===== src/wpst_pkg.sv =====
// Shared types and constants of the window priority slot table.
package wpst_pkg;

	// Width of a stored window id; covers every slot count the table supports.
	localparam int ID_W = 4;

	// Room that a bordered window leaves at the display edges.
	localparam int BORDER_W = 4;
	localparam int BORDER_H = 12;

	// Item kinds.
	localparam logic [1:0] KIND_REQ  = 2'd0;
	localparam logic [1:0] KIND_UP   = 2'd1;
	localparam logic [1:0] KIND_PRIO = 2'd2;
	localparam logic [1:0] KIND_FIND = 2'd3;

	// Result status codes.
	localparam logic [1:0] STAT_DONE   = 2'd0;
	localparam logic [1:0] STAT_BOUNDS = 2'd1;
	localparam logic [1:0] STAT_FULL   = 2'd2;

	typedef struct packed {
		logic [1:0] kind;
		logic [7:0] priority_req;
		logic [7:0] left_x;
		logic [7:0] right_x;
		logic [7:0] top_y;
		logic [7:0] bottom_y;
		logic       has_border;
		logic       is_desktop;
		logic [2:0] slot;
		logic [2:0] window_id;
	} item_t;

	typedef struct packed {
		logic [1:0] status;
		logic [2:0] granted_id;
		logic [2:0] found_slot;
	} result_t;

	typedef struct packed {
		logic [7:0]      win_left;
		logic [7:0]      win_right;
		logic [7:0]      win_top;
		logic [7:0]      win_bottom;
		logic            in_use;
		logic [7:0]      pri;
		logic [ID_W-1:0] ident;
		logic            active;
		logic            bordered;
		logic            desktop;
	} entry_t;

endpackage


===== src/wpst_bounds.sv =====
// Display bounds check for a window request.
module wpst_bounds #(
	parameter int DISPLAY_WIDTH  = 128,
	parameter int DISPLAY_HEIGHT = 64
) (
	input  wpst_pkg::item_t req,
	output logic            bad
);

	localparam logic signed [9:0] LIM_X = 10'(DISPLAY_WIDTH - wpst_pkg::BORDER_W);
	localparam logic signed [9:0] LIM_Y = 10'(DISPLAY_HEIGHT - wpst_pkg::BORDER_H);

	logic signed [9:0] dx;
	logic signed [9:0] dy;
	logic              over_edge;
	logic              too_big;

	// Signed spans: an inverted rectangle passes the size test.
	assign dx = $signed({2'b00, req.right_x}) - $signed({2'b00, req.left_x});
	assign dy = $signed({2'b00, req.bottom_y}) - $signed({2'b00, req.top_y});

	assign over_edge = (req.bottom_y > 8'(DISPLAY_HEIGHT)) || (req.right_x > 8'(DISPLAY_WIDTH));
	assign too_big   = !req.is_desktop && req.has_border && ((dx > LIM_X) || (dy > LIM_Y));
	assign bad       = over_edge || too_big;

endmodule


===== src/wpst_table.sv =====
// Slot table memory: one write port, one registered read port, reset via valid bits.
module wpst_table #(
	parameter int SLOTS = 7
) (
	input  logic                     clk,
	input  logic                     arst_n,
	input  logic [$clog2(SLOTS)-1:0] rd_addr,
	output wpst_pkg::entry_t         rd_data,
	input  logic                     wr_en,
	input  logic [$clog2(SLOTS)-1:0] wr_addr,
	input  wpst_pkg::entry_t         wr_data
);

	localparam int IW = $clog2(SLOTS);

	wpst_pkg::entry_t mem [SLOTS];
	logic [SLOTS-1:0] valid_q;
	wpst_pkg::entry_t rd_q;
	logic [IW-1:0]    rd_idx_q;
	logic             rd_vld_q;
	wpst_pkg::entry_t blank;

	always_ff @(posedge clk) begin
		if (wr_en) begin
			mem[wr_addr] <= wr_data;
		end
		rd_q     <= mem[rd_addr];
		rd_idx_q <= rd_addr;
	end

	always_ff @(posedge clk or negedge arst_n) begin
		if (!arst_n) begin
			valid_q  <= '0;
			rd_vld_q <= 1'b0;
		end else begin
			if (wr_en) begin
				valid_q[wr_addr] <= 1'b1;
			end
			rd_vld_q <= valid_q[rd_addr];
		end
	end

	// An unwritten slot reads as cleared, holding its own index as id.
	always_comb begin
		blank       = '0;
		blank.ident = wpst_pkg::ID_W'(rd_idx_q);
		rd_data     = rd_vld_q ? rd_q : blank;
	end

endmodule


===== src/window_priority_slot_table.sv =====
// Top level of the window priority slot table: sequencer around the slot memory.
//
//  channel  | handshake          | payload                 | direction
//  ---------+--------------------+-------------------------+----------
//  command  | start, busy        | item   (wpst_pkg::item_t)  | in
//  result   | done (one cycle)   | result (wpst_pkg::result_t)| out
//
// Flow: a bounds reject or an ignored move-up answers straight from idle; a lookup
// scans the slots in order, one slot read per cycle through the memory port.
// Changing items run a slot search (request and reprioritise only; a request
// writes its slot in the last search cycle), then an update for a move-up
// (ST_MV_A to ST_MV_C) or an absent id (ST_FIX), then an insertion sort (ST_SORT_GO,
// then ST_SORT_KEY and ST_SORT_CMP for each key, ST_SORT_PUT when a key reaches
// slot 0) that compares in ST_SORT_CMP, and then the registered result.
// Reset: arst_n clears the sequencer and the slot valid bits at once.
// Stalls: busy is high until the item finishes; done marks one result for
// exactly one cycle and cannot be held off, and a new item may start then.
module window_priority_slot_table #(
	parameter int SLOTS          = 7,
	parameter int DISPLAY_WIDTH  = 128,
	parameter int DISPLAY_HEIGHT = 64
) (
	input  logic              clk,
	input  logic              arst_n,
	input  logic              start,
	input  wpst_pkg::item_t   item,
	output logic              busy,
	output logic              done,
	output wpst_pkg::result_t result
);

	localparam int            IW   = $clog2(SLOTS);
	localparam logic [IW-1:0] LAST = IW'(SLOTS - 1);
	localparam logic [IW-1:0] ONE  = IW'(1);

	// Sequencer states.
	localparam logic [3:0] ST_IDLE     = 4'd0;
	localparam logic [3:0] ST_SCAN     = 4'd1;
	localparam logic [3:0] ST_FIX      = 4'd2;
	localparam logic [3:0] ST_MV_A     = 4'd3;
	localparam logic [3:0] ST_MV_B     = 4'd4;
	localparam logic [3:0] ST_MV_C     = 4'd5;
	localparam logic [3:0] ST_SORT_GO  = 4'd6;
	localparam logic [3:0] ST_SORT_KEY = 4'd7;
	localparam logic [3:0] ST_SORT_CMP = 4'd8;
	localparam logic [3:0] ST_SORT_PUT = 4'd9;

	logic [3:0] state_q, state_d;
	wpst_pkg::item_t   item_q, item_d;
	logic [IW-1:0]     scan_q, scan_d;
	logic [IW-1:0]     k_q, k_d;
	logic [IW-1:0]     j_q, j_d;
	wpst_pkg::entry_t  key_q, key_d;
	wpst_pkg::entry_t  hold_q, hold_d;
	logic [2:0]        gnt_q, gnt_d;
	wpst_pkg::result_t res_q, res_d;
	logic              done_q, done_d;

	logic [IW-1:0]     rd_addr;
	wpst_pkg::entry_t  rd_data;
	logic              wr_en;
	logic [IW-1:0]     wr_addr;
	wpst_pkg::entry_t  wr_data;
	logic              bad;
	logic              match;
	logic              pri_gt;
	logic              sort_last;

	wpst_bounds #(
		.DISPLAY_WIDTH (DISPLAY_WIDTH),
		.DISPLAY_HEIGHT(DISPLAY_HEIGHT)
	) u_bounds (
		.req(item),
		.bad(bad)
	);

	wpst_table #(
		.SLOTS(SLOTS)
	) u_table (
		.clk    (clk),
		.arst_n (arst_n),
		.rd_addr(rd_addr),
		.rd_data(rd_data),
		.wr_en  (wr_en),
		.wr_addr(wr_addr),
		.wr_data(wr_data)
	);

	assign busy   = (state_q != ST_IDLE);
	assign done   = done_q;
	assign result = res_q;

	// Compare logic: free-slot or id match during a scan, priority
	// order during the sort.
	assign match     = (item_q.kind == wpst_pkg::KIND_REQ) ? !rd_data.in_use
		: (rd_data.ident == wpst_pkg::ID_W'(item_q.window_id));
	assign pri_gt    = (rd_data.pri > key_q.pri);
	assign sort_last = (k_q == LAST);

	always_comb begin
		state_d = state_q;
		item_d  = item_q;
		scan_d  = scan_q;
		k_d     = k_q;
		j_d     = j_q;
		key_d   = key_q;
		hold_d  = hold_q;
		gnt_d   = gnt_q;
		res_d   = res_q;
		done_d  = 1'b0;
		rd_addr = '0;
		wr_en   = 1'b0;
		wr_addr = '0;
		wr_data = rd_data;
		unique case (state_q)
			ST_IDLE: begin
				if (start) begin
					item_d = item;
					gnt_d  = '0;
					scan_d = '0;
					priority if (item.kind == wpst_pkg::KIND_REQ && bad) begin
						done_d = 1'b1;
						res_d  = '{status: wpst_pkg::STAT_BOUNDS, granted_id: '0, found_slot: '0};
					end else if (item.kind == wpst_pkg::KIND_UP) begin
						if (5'(item.slot) >= 5'(SLOTS)) begin
							// Slot beyond the table: ignore, answer done.
							done_d = 1'b1;
							res_d  = '{status: wpst_pkg::STAT_DONE, granted_id: '0, found_slot: '0};
						end else begin
							rd_addr = LAST;
							state_d = ST_MV_A;
						end
					end else begin
						rd_addr = '0;
						state_d = ST_SCAN;
					end
				end
			end
			ST_SCAN: begin
				if (match || scan_q == LAST) begin
					unique case (item_q.kind)
						wpst_pkg::KIND_FIND: begin
							done_d  = 1'b1;
							res_d   = '{status: wpst_pkg::STAT_DONE, granted_id: '0,
								found_slot: match ? 3'(scan_q) : 3'd0};
							state_d = ST_IDLE;
						end
						wpst_pkg::KIND_REQ: begin
							if (match) begin
								wr_en              = 1'b1;
								wr_addr            = scan_q;
								wr_data.win_left   = item_q.left_x;
								wr_data.win_right  = item_q.right_x;
								wr_data.win_top    = item_q.top_y;
								wr_data.win_bottom = item_q.bottom_y;
								wr_data.in_use     = 1'b1;
								wr_data.pri        = item_q.priority_req;
								wr_data.active     = 1'b1;
								wr_data.bordered   = item_q.has_border;
								wr_data.desktop    = item_q.is_desktop;
								gnt_d              = rd_data.ident[2:0];
								state_d            = ST_SORT_GO;
							end else begin
								done_d  = 1'b1;
								res_d   = '{status: wpst_pkg::STAT_FULL, granted_id: '0,
									found_slot: '0};
								state_d = ST_IDLE;
							end
						end
						wpst_pkg::KIND_PRIO: begin
							if (match) begin
								wr_en       = 1'b1;
								wr_addr     = scan_q;
								wr_data.pri = item_q.priority_req;
								state_d     = ST_SORT_GO;
							end else begin
								// Absent id: fall back to slot 0.
								rd_addr = '0;
								state_d = ST_FIX;
							end
						end
						default: begin
							state_d = ST_IDLE;
						end
					endcase
				end else begin
					scan_d  = scan_q + ONE;
					rd_addr = scan_q + ONE;
				end
			end
			ST_FIX: begin
				wr_en       = 1'b1;
				wr_addr     = '0;
				wr_data.pri = item_q.priority_req;
				state_d     = ST_SORT_GO;
			end
			ST_MV_A: begin
				hold_d  = rd_data;
				rd_addr = IW'(item_q.slot);
				state_d = ST_MV_B;
			end
			ST_MV_B: begin
				wr_en          = 1'b1;
				wr_addr        = IW'(item_q.slot);
				wr_data.pri    = hold_q.pri;
				wr_data.active = 1'b1;
				hold_d.pri     = rd_data.pri;
				state_d        = ST_MV_C;
			end
			ST_MV_C: begin
				// Top slot itself: its priority is unchanged and already written.
				if (IW'(item_q.slot) != LAST) begin
					wr_en   = 1'b1;
					wr_addr = LAST;
					wr_data = hold_q;
				end
				state_d = ST_SORT_GO;
			end
			ST_SORT_GO: begin
				k_d     = ONE;
				rd_addr = ONE;
				state_d = ST_SORT_KEY;
			end
			ST_SORT_KEY: begin
				key_d   = rd_data;
				j_d     = k_q - ONE;
				rd_addr = k_q - ONE;
				state_d = ST_SORT_CMP;
			end
			ST_SORT_CMP: begin
				wr_en   = 1'b1;
				wr_addr = j_q + ONE;
				if (pri_gt) begin
					wr_data = rd_data;
					if (j_q == '0) begin
						state_d = ST_SORT_PUT;
					end else begin
						j_d     = j_q - ONE;
						rd_addr = j_q - ONE;
					end
				end else begin
					wr_data = key_q;
					if (sort_last) begin
						done_d  = 1'b1;
						res_d   = '{status: wpst_pkg::STAT_DONE, granted_id: gnt_q, found_slot: '0};
						state_d = ST_IDLE;
					end else begin
						k_d     = k_q + ONE;
						rd_addr = k_q + ONE;
						state_d = ST_SORT_KEY;
					end
				end
			end
			ST_SORT_PUT: begin
				wr_en   = 1'b1;
				wr_addr = '0;
				wr_data = key_q;
				if (sort_last) begin
					done_d  = 1'b1;
					res_d   = '{status: wpst_pkg::STAT_DONE, granted_id: gnt_q, found_slot: '0};
					state_d = ST_IDLE;
				end else begin
					k_d     = k_q + ONE;
					rd_addr = k_q + ONE;
					state_d = ST_SORT_KEY;
				end
			end
			default: begin
				state_d = ST_IDLE;
			end
		endcase
	end

	// Control state.
	always_ff @(posedge clk or negedge arst_n) begin
		if (!arst_n) begin
			state_q <= ST_IDLE;
			done_q  <= 1'b0;
		end else begin
			state_q <= state_d;
			done_q  <= done_d;
		end
	end

	// Payload registers: hold the item, counters and result.
	always_ff @(posedge clk) begin
		item_q <= item_d;
		scan_q <= scan_d;
		k_q    <= k_d;
		j_q    <= j_d;
		key_q  <= key_d;
		hold_q <= hold_d;
		gnt_q  <= gnt_d;
		res_q  <= res_d;
	end

`ifndef SYNTHESIS
	// The table is only written while an item is in progress.
	a_no_idle_write: assert property (@(posedge clk) disable iff (!arst_n)
		!busy |-> !wr_en)
		else $error("slot table written while idle");

	// The sort never takes slot 0 as its key.
	a_sort_key: assert property (@(posedge clk) disable iff (!arst_n)
		(state_q == ST_SORT_KEY || state_q == ST_SORT_CMP) |-> (k_q != '0))
		else $error("sort key index is zero");

	// A failed request grants no id and reports no slot.
	a_fail_clean: assert property (@(posedge clk) disable iff (!arst_n)
		(done && result.status != wpst_pkg::STAT_DONE)
			|-> (result.granted_id == '0 && result.found_slot == '0))
		else $error("failed request carries an id");

	// A result follows either an accepted item or a finishing sequencer.
	a_done_cause: assert property (@(posedge clk) disable iff (!arst_n)
		done |-> ($past(busy) || $past(start)))
		else $error("result without an item");

	// No status code beyond the defined ones.
	a_status_code: assert property (@(posedge clk) disable iff (!arst_n)
		done |-> (result.status == wpst_pkg::STAT_DONE
			|| result.status == wpst_pkg::STAT_BOUNDS
			|| result.status == wpst_pkg::STAT_FULL))
		else $error("undefined status code");
`endif

endmodule

===== config.mk =====
export PLATFORM = sky130hd
export DESIGN_NAME = window_priority_slot_table
export DESIGN_NICKNAME = d
export VERILOG_FILES = /design/src/wpst_pkg.sv /design/src/wpst_bounds.sv /design/src/wpst_table.sv /design/src/window_priority_slot_table.sv
export SDC_FILE = /design/constraint.sdc
export NUM_CORES = 1
export LEC_CHECK = 0
export BUFFER_PORTS_ARGS = -buffer_cell sky130_fd_sc_hd__buf_2
export CAP_MARGIN = 20
export CORE_ASPECT_RATIO = 0.8
export CORE_MARGIN = 3
export CORE_UTILIZATION = 40
export CTS_CLUSTER_SIZE = 28
export DETAILED_ROUTE_END_ITERATION = 8
export RECOVER_POWER = 25
export SLEW_MARGIN = 5
export SYNTH_ARGS = -nofsm -noshare
export SYNTH_HDL_FRONTEND = slang
export SYNTH_SLANG_ARGS = --single-unit
export TNS_END_PERCENT = 50

===== constraint.sdc =====
create_clock -name clk -period 3.55 [get_ports clk]
set_input_delay 0.71 -clock clk [delete_from_list [all_inputs] [get_ports clk]]
set_output_delay 0.71 -clock clk [all_outputs]
set_load 0.01 [all_outputs]

# [Word level (Yosys, flattened, before mapping)]
# Memory sizes are Yosys's and may differ from the RTL's. A register that Yosys moved wholly into a read port is not among the register bits.
# Cells that the tools add are included.
[classes] n_bitwise=1 add_sub_neg=7 muxes=87 n_reduce_logical=30 n_eq_ne=31 magnitude_cmp=9
[op_table] operator="48-bit two-way mux" n=3
[op_table] operator="33-bit one-hot mux with 4 select lines" n=1
[op_table] operator="41-bit two-way mux" n=2
[op_table] operator="3-bit two-way mux" n=27
[op_table] operator="8-bit two-way mux" n=9
[op_table] operator="8-bit one-hot mux with 6 select lines" n=1
[op_table] operator="4-bit one-hot mux with 9 select lines" n=1
[op_table] operator="33-bit two-way mux" n=1
[op_table] operator="8-bit one-hot mux with 2 select lines" n=2
[op_table] operator="8-bit one-hot mux with 4 select lines" n=1
[op_table] operator="4-bit two-way mux" n=7
[op_table] operator="3-bit one-hot mux with 7 select lines" n=1
[op_table] operator="2-bit inequality test, second input constant" n=9
[op_table] operator="3-bit inequality test, second input constant" n=6
[op_table] operator="3-bit one-hot mux with 2 select lines" n=3
[op_table] operator="8-bit by 8-bit subtractor with 9-bit output" n=2
[op_table] operator="1-bit two-way mux" n=17
[op_table] operator="4-bit by 3-bit == test with 1-bit output, second input constant" n=4
[op_table] operator="3-bit one-hot mux with 4 select lines" n=1
[op_table] operator="4-bit one-hot mux with 3 select lines" n=1
[op_table] operator="10-bit by 7-bit greater-than comparator with 1-bit output, second input constant" n=1
[op_table] operator="10-bit by 8-bit greater-than comparator with 1-bit output, second input constant" n=1
[op_table] operator="5-bit AND reduction" n=2
[op_table] operator="3-bit by 1-bit adder with 3-bit output, second input constant" n=3
[op_table] operator="other kinds (39)" n=59
[word_totals] reg_bits=182 word_cells=208 mem_count=1 mem_bits_rw=336 input_bits=53 output_inout_bits=10
[mem_list] memory="u_table.mem" depth=7 width=48 rd=1 rd_clocked_by_memory_dff=1 wr=1 line_no="wpst_table.sv:16" source="wpst_pkg::entry_t mem [SLOTS];"

# [Logic depth before layout (Yosys ltp)]
# Gate-level depths: netlist of run 1.
[logic_depth] depth_word=12 mapped_depth=15 mapped_depth_nobuf=12

# [Modules after synthesis]
# Synthesis of run 1 repeated with hierarchy kept, for this count alone.
[hier_totals] hier_cells=1497 hier_area_um2=23412.5
[modules_own_cells] mod="wpst_table" cells_each=808 n_inst=1 seq_area_each_um2=11310.8 area_each_um2=14742.9
[modules_own_cells] mod="window_priority_slot_table" cells_each=587 n_inst=1 seq_area_each_um2=5109.9 area_each_um2=7908.8
[modules_own_cells] mod="wpst_bounds" cells_each=102 n_inst=1 seq_area_each_um2=0.0 area_each_um2=760.7

# [Least setup slack after synthesis of run 1]
# Ideal clock, no wire load.
[synth_timing] path_kind="input-to-reg" startpoint="in item[24] in the netlist's numbering" endpoint="reg res_q (netlist bit result[0]), enable pin" setup_ns=0.375 setup_slack_ns=0.139 path_buffers=0 path_stages=10 required_time_ns=3.175 t_arrival_ns=3.036 cell_sequence="inv_1 -> ha_1 -> fa_1 -> a221oi_1 -> o2111ai_1 -> o311a_1 -> nor4_1 -> o311ai_1 -> a22oi_1 -> o2bb2ai_1"
[synth_via] elab_chain_len=8 elab_cells_between_ends=11 cone_classes="add/sub: 1; order compare: 2; eq/ne: 2; reduce/logical: 6"
[synth_lines] element="start, declared" line_no="window_priority_slot_table.sv:26" source="input wpst_pkg::item_t item,"
[synth_lines] element="8-bit by 8-bit subtractor with 9-bit output" line_no="wpst_bounds.sv:19" source="assign dx = $signed({2'b00, req.right_x}) - $signed({2'b00, req.left_x});"
[synth_lines] element="10-bit by 8-bit greater-than comparator with 1-bit output" line_no="wpst_bounds.sv:23" source="assign too_big = !req.is_desktop && req.has_border && ((dx > LIM_X) || (dy > LIM_Y));"
[synth_lines] element="1-bit logical OR" line_no="wpst_bounds.sv:23"
[synth_lines] element="1-bit logical AND" line_no="wpst_bounds.sv:23"
[synth_lines] element="1-bit logical OR (*)" line_no="wpst_bounds.sv:24" source="assign bad = over_edge || too_big;"
[synth_lines] element="1-bit logical AND (*)" line_no="window_priority_slot_table.sv:121" source="priority if (item.kind == wpst_pkg::KIND_REQ && bad) begin"
[synth_lines] element="3-bit inequality test (no line)"
[synth_lines] element="8-bit AND reduction (no line) (*)"
[synth_lines] element="end signal, assigned" line_no="window_priority_slot_table.sv:294" source="res_q <= res_d;"
[synth_lines] element="end, declared" line_no="window_priority_slot_table.sv:56" source="wpst_pkg::result_t res_q, res_d;"
# Mark *: on every way between the ends. The rest lies on a longest branch, timed or not.
# A chain may end at the register's enable or synchronous reset.

==> impl_metrics.tcl, run 1 <==
set metrics [dict create \
    grt_pass1_wl_mm 32.1 \
    antenna_cells 0 \
    synthXorXnorAreaFrac 0.0100 \
    syn_area_um2 8760 \
    skew_ns 0.00806 \
    globalplace.congestion 0.913 \
    synth_edf_count 153 \
    dpl.hpwl_mm 14.9 \
    post_synth_inst_count 701 \
    max-slew-margin-rel 0.473 \
    regArea_um2 5240 \
    placed_cells 1058 \
    h-tree-depth 4 \
    critPathKind "reg -> reg" \
    viasPerCell 5.50 \
    drive_gt1_frac 0.200 \
    power_density_nw_per_um2 923 \
    routed_wl_mm 20.3 \
    final_cells 1090 \
    cts_tree "done" \
    ys_seq_area_frac 0.598 \
    synth_common_cells "edfxtp_1 (153), inv_1 (60), nand2_1 (46), mux2i_1 (43), ha_1 (38)" \
    start_util 0.415 \
    worstSetupEndpointType "register" \
    die_area_um2 23700 \
    final_nets 901 \
    rows 47 \
    cts.path.max_buffers 2 \
    setup_ws_ns 0.147 \
    drt_iter0_markers 547 \
    numCtsBuffers 17 \
    syn_area_per_cell_um2 12.5 \
    cts_num_sinks 182 \
    synth_top_family_by_area "compound AO/OA/AOI/OAI gates" \
    status "completed" \
    max-vdd-ir-drop_mv 0.413 \
    synth_most_common_cell "edfxtp_1" \
    setup_viol 0 \
    synth_top_area_share 0.525 \
    r2r_cells 11 \
    ys_warn_count 0 \
    cp_cell_sequence "nand2_1, inv_1, ha_1, nand2_1, o21a_1, and3_1, a211o_1, a221oi_1, nor2_1, o22a_1, o21ai_1" \
    wl_per_cell_um 18.6 \
    core_um2 21100 \
    cp.arrival_ns 3.56 \
    fillers 1822 \
    synth.area.mux_share 0.0561 \
    cp_common_cell "nand2_1" \
    start_kind "register" \
    synth.net_count 794 \
    setup_tns_ns 0 \
    yosysTopAreaCell "edfxtp_1" \
    ys_seq_elements 182 \
    overflow 0 \
    synth_compound_area_frac 0.135 \
    track_usage 0.174 \
    postLayoutCoreUtil 0.492 \
    drc 0 \
    async_flop_share 0.0714 \
    cpMaxStageDelayCell "dfrtp_1" \
    clkSlewWorstSetupHoldPaths_ns 0.07 \
    detail-route-antenna-nets 0 \
    port-buffer-count 62 \
    p_leak_nw 4.07 \
    cts_hold_buf 0 \
    synthAdderAreaFrac 0.0589 \
    synth_area_leaders "edfxtp_1 (52%), ha_1 (5.4%), mux2i_1 (4.9%), dfrtp_1 (3.7%), dfxtp_1 (3.7%)" \
    io_pins 63 \
    finalHoldViolations 0 \
    layout_min_cycle_time_ns 3.40 \
    cp-startpoint "u_table.rd_vld_q" \
    max_stage_delay_ns 0.50 \
    die_y_um 138 \
    multi_input_area_um2 3190 \
    clk-insertion-delay-late_ns 0.43 \
    slew_viol_final 0 \
    grt_antenna_before_repair 0 \
    first_pass_iters 6 \
    grt_pass1_vias 6015 \
    rsz0062_at_grt "true" \
    crit_fanout 9 \
    root_buffer "clkbuf_16" \
    via_count 5995 \
    area_growth_syn_to_layout_pct 18.6 \
    worstPathRequired_ns 3.70 \
    rrSetupSlack_ns 0.15 \
    min_period_over_period 0.959 \
    grt_max_degree 31 \
    tightest_slew_ns 0.790 \
    drv_cap 0 \
    place_ws_ns -0.206 \
    timing.rr.end "u_table.mem[4][7]" \
    synth-simple-area-share 0.101 \
    r2r_start "u_table.rd_vld_q" \
    fmax_mhz 294 \
    ys_types 78 \
    hp-class "in -> async" \
    synthFlopType "edfxtp_1" \
    chipWidth_um 171 \
]
[report_power, final]
group / internal, mW / switching (mW) / total (mW)
registers: 3.43 / 0.242 / 3.67
logic: 1.56 / 2.36 / 3.91
clock network: 1.14 / 0.858 / 2.00
total: 6.13 / 3.46 / 9.59
[cells by family after synthesis]
family	Yosys count
adders and majority gates	40
buffers and inverters	86
muxes	48
AOI/OAI and AO/OA	166
DFF	182
xor gates and xnor gates	10
and+or+nand+nor	169
[through the flow]
step / hold slack, ns / instance area, µm² / power [mW]
floorplan: 0.414 / 8760 / 6.14
global placement: 0.445 / 9760 / 7.49
detailed placement: 0.451 / 9760 / 7.61
CTS: 0.172 / 10400 / 9.64
global route: 0.387 / 10400 / 10.2
finish: 0.335 / 10400 / 9.59
[per-layer routing]
metal	GRT usage	share of wire	vias up
met5	0	0	-
met4	0.0415	0.012	0
met3	0.0320	0.053	21
met2	0.274	0.46	168
met1	0.250	0.47	2961
li1	-	-	2845
[state kept, by name, summed over array words and instances, names as in the netlist, 4 cells and up]
signal,count
key_q,13
u_table.rd_q,13
u_table.valid_q,7
u_table.mem,91
state_q,4
item_q,16
result,8
hold_q,13
[how the worst max path moves through the flow]
stage,slack [ns],end,cells after the start
2_1_floorplan,0.14,result[0],10
3_3_place_gp,-0.09,result[3],12
3_5_place_dp,-0.21,result[6],10
4_1_cts,0.03,u_table.mem[4][9],11
5_1_grt,-0.1,u_table.mem[2][7],11
6_report,0.15,u_table.mem[4][7],11
[cell usage in the layout (no fill, tap or decap), types with 8 or more instances in the layout]
cell / netlist / final
nand2_1: 46 / 46
edfxtp_1: 153 / 153
o22ai_1: 18 / 18
nand2b_1: 13 / 13
dfxtp_1: 16 / 16
a222oi_1: 8 / 8
clkbuf_1: 12 / 9
o21ai_1: 10 / 16
a21o_1: 17 / 17
inv_1: 60 / 60
or2_2: 9 / 9
o21ai_0: 31 / 24
clkbuf_16: 0 / 17
mux2i_1: 43 / 43
and2_1: 9 / 9
dfrtp_1: 13 / 13
a21oi_1: 22 / 22
a22oi_1: 8 / 8
buf_4: 2 / 42
ha_1: 38 / 38
nor2_1: 34 / 34
buf_2: 9 / 54
[worst max-delay path, delay by kind of cell, from the launching register on]
family	cells	cell delay [ns]
AOI/OAI and AO/OA	5	1.66
and+or+nand+nor	4	0.49
adders and majority gates	1	0.37
DFF	1	0.50
buffers and inverters	1	0.09
[layout make-up]
type | instances | area share
repair buffers | 114 | 0.0733
multi-input cells | 433 | 0.307
flip-flops and latches | 182 | 0.504
clock buffers | 17 | 0.0409
clock inverters | 15 | 0.0204
inverters | 60 | 0.0217
well taps | 269 | 0.0324
[what timing repair did]
action                                  CTS  global route
setup buffers                             0             0
endpoints found under the setup margin    7            65
pin swaps                                 0             0
gates resized for setup                   1             8
(Power assumes the default switching activity.)
==> run 2, diff against run 1 <==
==> constraint.sdc (replaced) <==
create_clock -name clk -period 3.41 [get_ports clk]
set_input_delay 0.682 -clock clk [delete_from_list [all_inputs] [get_ports clk]]
set_output_delay 0.682 -clock clk [all_outputs]
set_load 0.01 [all_outputs]
==> run 2 against run 1 <==
  * Global-route usage fell by 0.22 points
  * Largest cell class unchanged
  * Die area did not move
  * Sequential share of layout area rose by 0.061 points
  * Clock power barely moved
  * Largest power group unchanged
  * Worst setup slack got worse by 0.15 ns
  * Clock-buffer cell count did not move
  * Combinational power rose by 4%
  * Flip-flop and latch count did not move
  * Critical path depth did not move
  * Register-to-register slack got worse by 0.15 ns
  * The flow now finishes with violations (negative setup slack)
  * Highest routed layer unchanged
==> impl_metrics.tcl, run 2 (same netlist as run 1, synthesis figures left out) <==
set metrics [dict create \
    start_util 0.415 \
    drive_gt1_frac 0.189 \
    hp-class "in -> async" \
    violations "negative setup slack" \
    wl_per_cell_um 18.6 \
    rsz0062_at_grt "true" \
    cts.path.max_buffers 2 \
    area_growth_syn_to_layout_pct 18.5 \
    multi_input_area_um2 3180 \
    start_kind "register" \
    status "complete, but fails checks" \
    critPathBufInv 1 \
    seq_power_share 0.390 \
    routed_wl_mm 20.3 \
    grt_max_degree 33 \
    dpl.hpwl_mm 14.6 \
    grt_pass1_wl_mm 31.5 \
    regArea_um2 5240 \
    drv_cap 0 \
    top_register "u_table.mem" \
    final_cell_mix "edfxtp_1 (153), inv_1 (60), nand2_1 (46)" \
    clk-insertion-delay-late_ns 0.43 \
    die_y_um 138 \
    final_common_cell "edfxtp_1" \
    p_sw_frac 0.372 \
    crit_family "compound AO/OA/AOI/OAI gates" \
    reg_top3 "u_table.mem (91), item_q (16)" \
    fmax_mhz 293 \
    cp_cell_sequence "nand2_1, inv_1, ha_1, nand2_1, o21a_1, and3_1, a211o_1, a221oi_1, nor2_1, o22a_1, o21ai_0" \
    grt_antenna_before_repair 0 \
    placed_area_um2 9780 \
    viasPerCell 5.54 \
    cp_common_cell "nand2_1" \
    cts_post_setup_buffers_inserted 0 \
    numCtsBuffers 17 \
    final_cells 1091 \
    core_um2 21100 \
    io_pins 63 \
    final_nets 902 \
    power_density_nw_per_um2 951 \
    finalHoldViolations 0 \
    track_usage 0.172 \
    cpMaxStageDelayCell "o21ai_0" \
    first_pass_iters 5 \
    final_area_um2 10400 \
    p_leak_nw 4.05 \
    postLayoutCoreUtil 0.492 \
    setup_tns_ns -0.0201 \
    skew_ns 0.0130 \
    power.total_mw 9.87 \
    cts_num_sinks 182 \
    die_area_um2 23700 \
    slew_viol_final 0 \
    min_period_over_period 1.00 \
    chipWidth_um 171 \
    overflow 0 \
    max_stage_delay_ns 0.62 \
    detail-route-antenna-nets 0 \
    tightest_slew_ns 0.906 \
    layout_min_cycle_time_ns 3.41 \
    h-tree-depth 4 \
    placed_cells 1059 \
    p_switching_mw 3.67 \
    crit_fanout 8 \
    antenna_cells 0 \
    clkPwrFrac 0.200 \
    setup_ws_ns -0.00313 \
    largest_register_ffs 91 \
    critPathKind "reg -> reg" \
    place_ws_ns -0.341 \
    cp.arrival_ns 3.55 \
    grt_pass1_vias 5902 \
    fillers 1856 \
    drc 0 \
    intPower_mw 6.20 \
    clkSlewWorstSetupHoldPaths_ns 0.08 \
    setup_viol 7 \
    port-buffer-count 62 \
    root_buffer "clkbuf_16" \
    globalplace.congestion 0.888 \
    worstSetupEndpointType "register" \
    combinationalPowerShare 0.410 \
    worstPathRequired_ns 3.55 \
    max-slew-margin-rel 0.396 \
    via_count 6048 \
    holdWs_ns 0.330 \
    rows 47 \
    drt_iter0_markers 518 \
    cts_tree "done" \
    max-vdd-ir-drop_mv 0.473 \
]
[run 2: cell types whose count changed in the layout (fill, tap and decap cells not counted), sizes merged]
cell      previous run  this run
clkbuf              29        38
bufinv               3         0
inv                 67        66
buf                102        94
clkinv               4         9
clkinvlp             1         0
[run 2: worst paths after layout]
check | cells after the start | startpoint | slack (ns) | to
setup / recovery | 11 | u_table.rd_vld_q | -0.003 | u_table.mem[5][13]
hold / removal | 1 | arst_n | 0.33 | state_q[3]
setup reg to reg | 11 | u_table.rd_vld_q | -0.003 | u_table.mem[5][13]
hold reg to reg | 1 | u_table.valid_q[3] | 0.47 | u_table.valid_q[3]
max in group asynchronous | 1 | arst_n | 2.49 | u_table.rd_vld_q
min in group clk | 1 | item[45] | 0.42 | item_q[45]
[run 2: power by group through the flow]
| stage | clock network (mW) | registers, mW | logic [mW] |
|---|---|---|---|
| 2_1_floorplan | 0 | 3.80 | 2.59 |
| 3_3_place_gp | 0 | 3.88 | 3.95 |
| 3_5_place_dp | 0 | 3.90 | 4.05 |
| 4_1_cts | 2.02 | 3.86 | 4.07 |
| 5_1_grt | 2.12 | 3.91 | 4.46 |
| 6_report | 1.98 | 3.85 | 4.05 |
[run 2: metal layers]
metal	up-vias	GRT usage	wire length (µm)
li1	2865	-	-
met1	2984	0.257	9770
met2	179	0.256	9180
met3	20	0.0357	1060
met4	0	0.0423	252
met5	-	0	0
[run 2: final cells by class]
| type | instances | share of cell area |
|---|---|---|
| clock inverters | 15 | 0.0189 |
| flip-flops and latches | 182 | 0.505 |
| repair buffers | 115 | 0.0743 |
| well taps | 269 | 0.0324 |
| multi-input cells | 433 | 0.307 |
| inverters | 60 | 0.0217 |
| clock buffers | 17 | 0.0410 |
[run 2: timing repair]
item / 4_1_cts / 5_1_grt
pin swaps: 0 / 1
setup endpoints to repair: 21 / 87
gates resized for setup: 1 / 7
hold buffers: 0 / 0
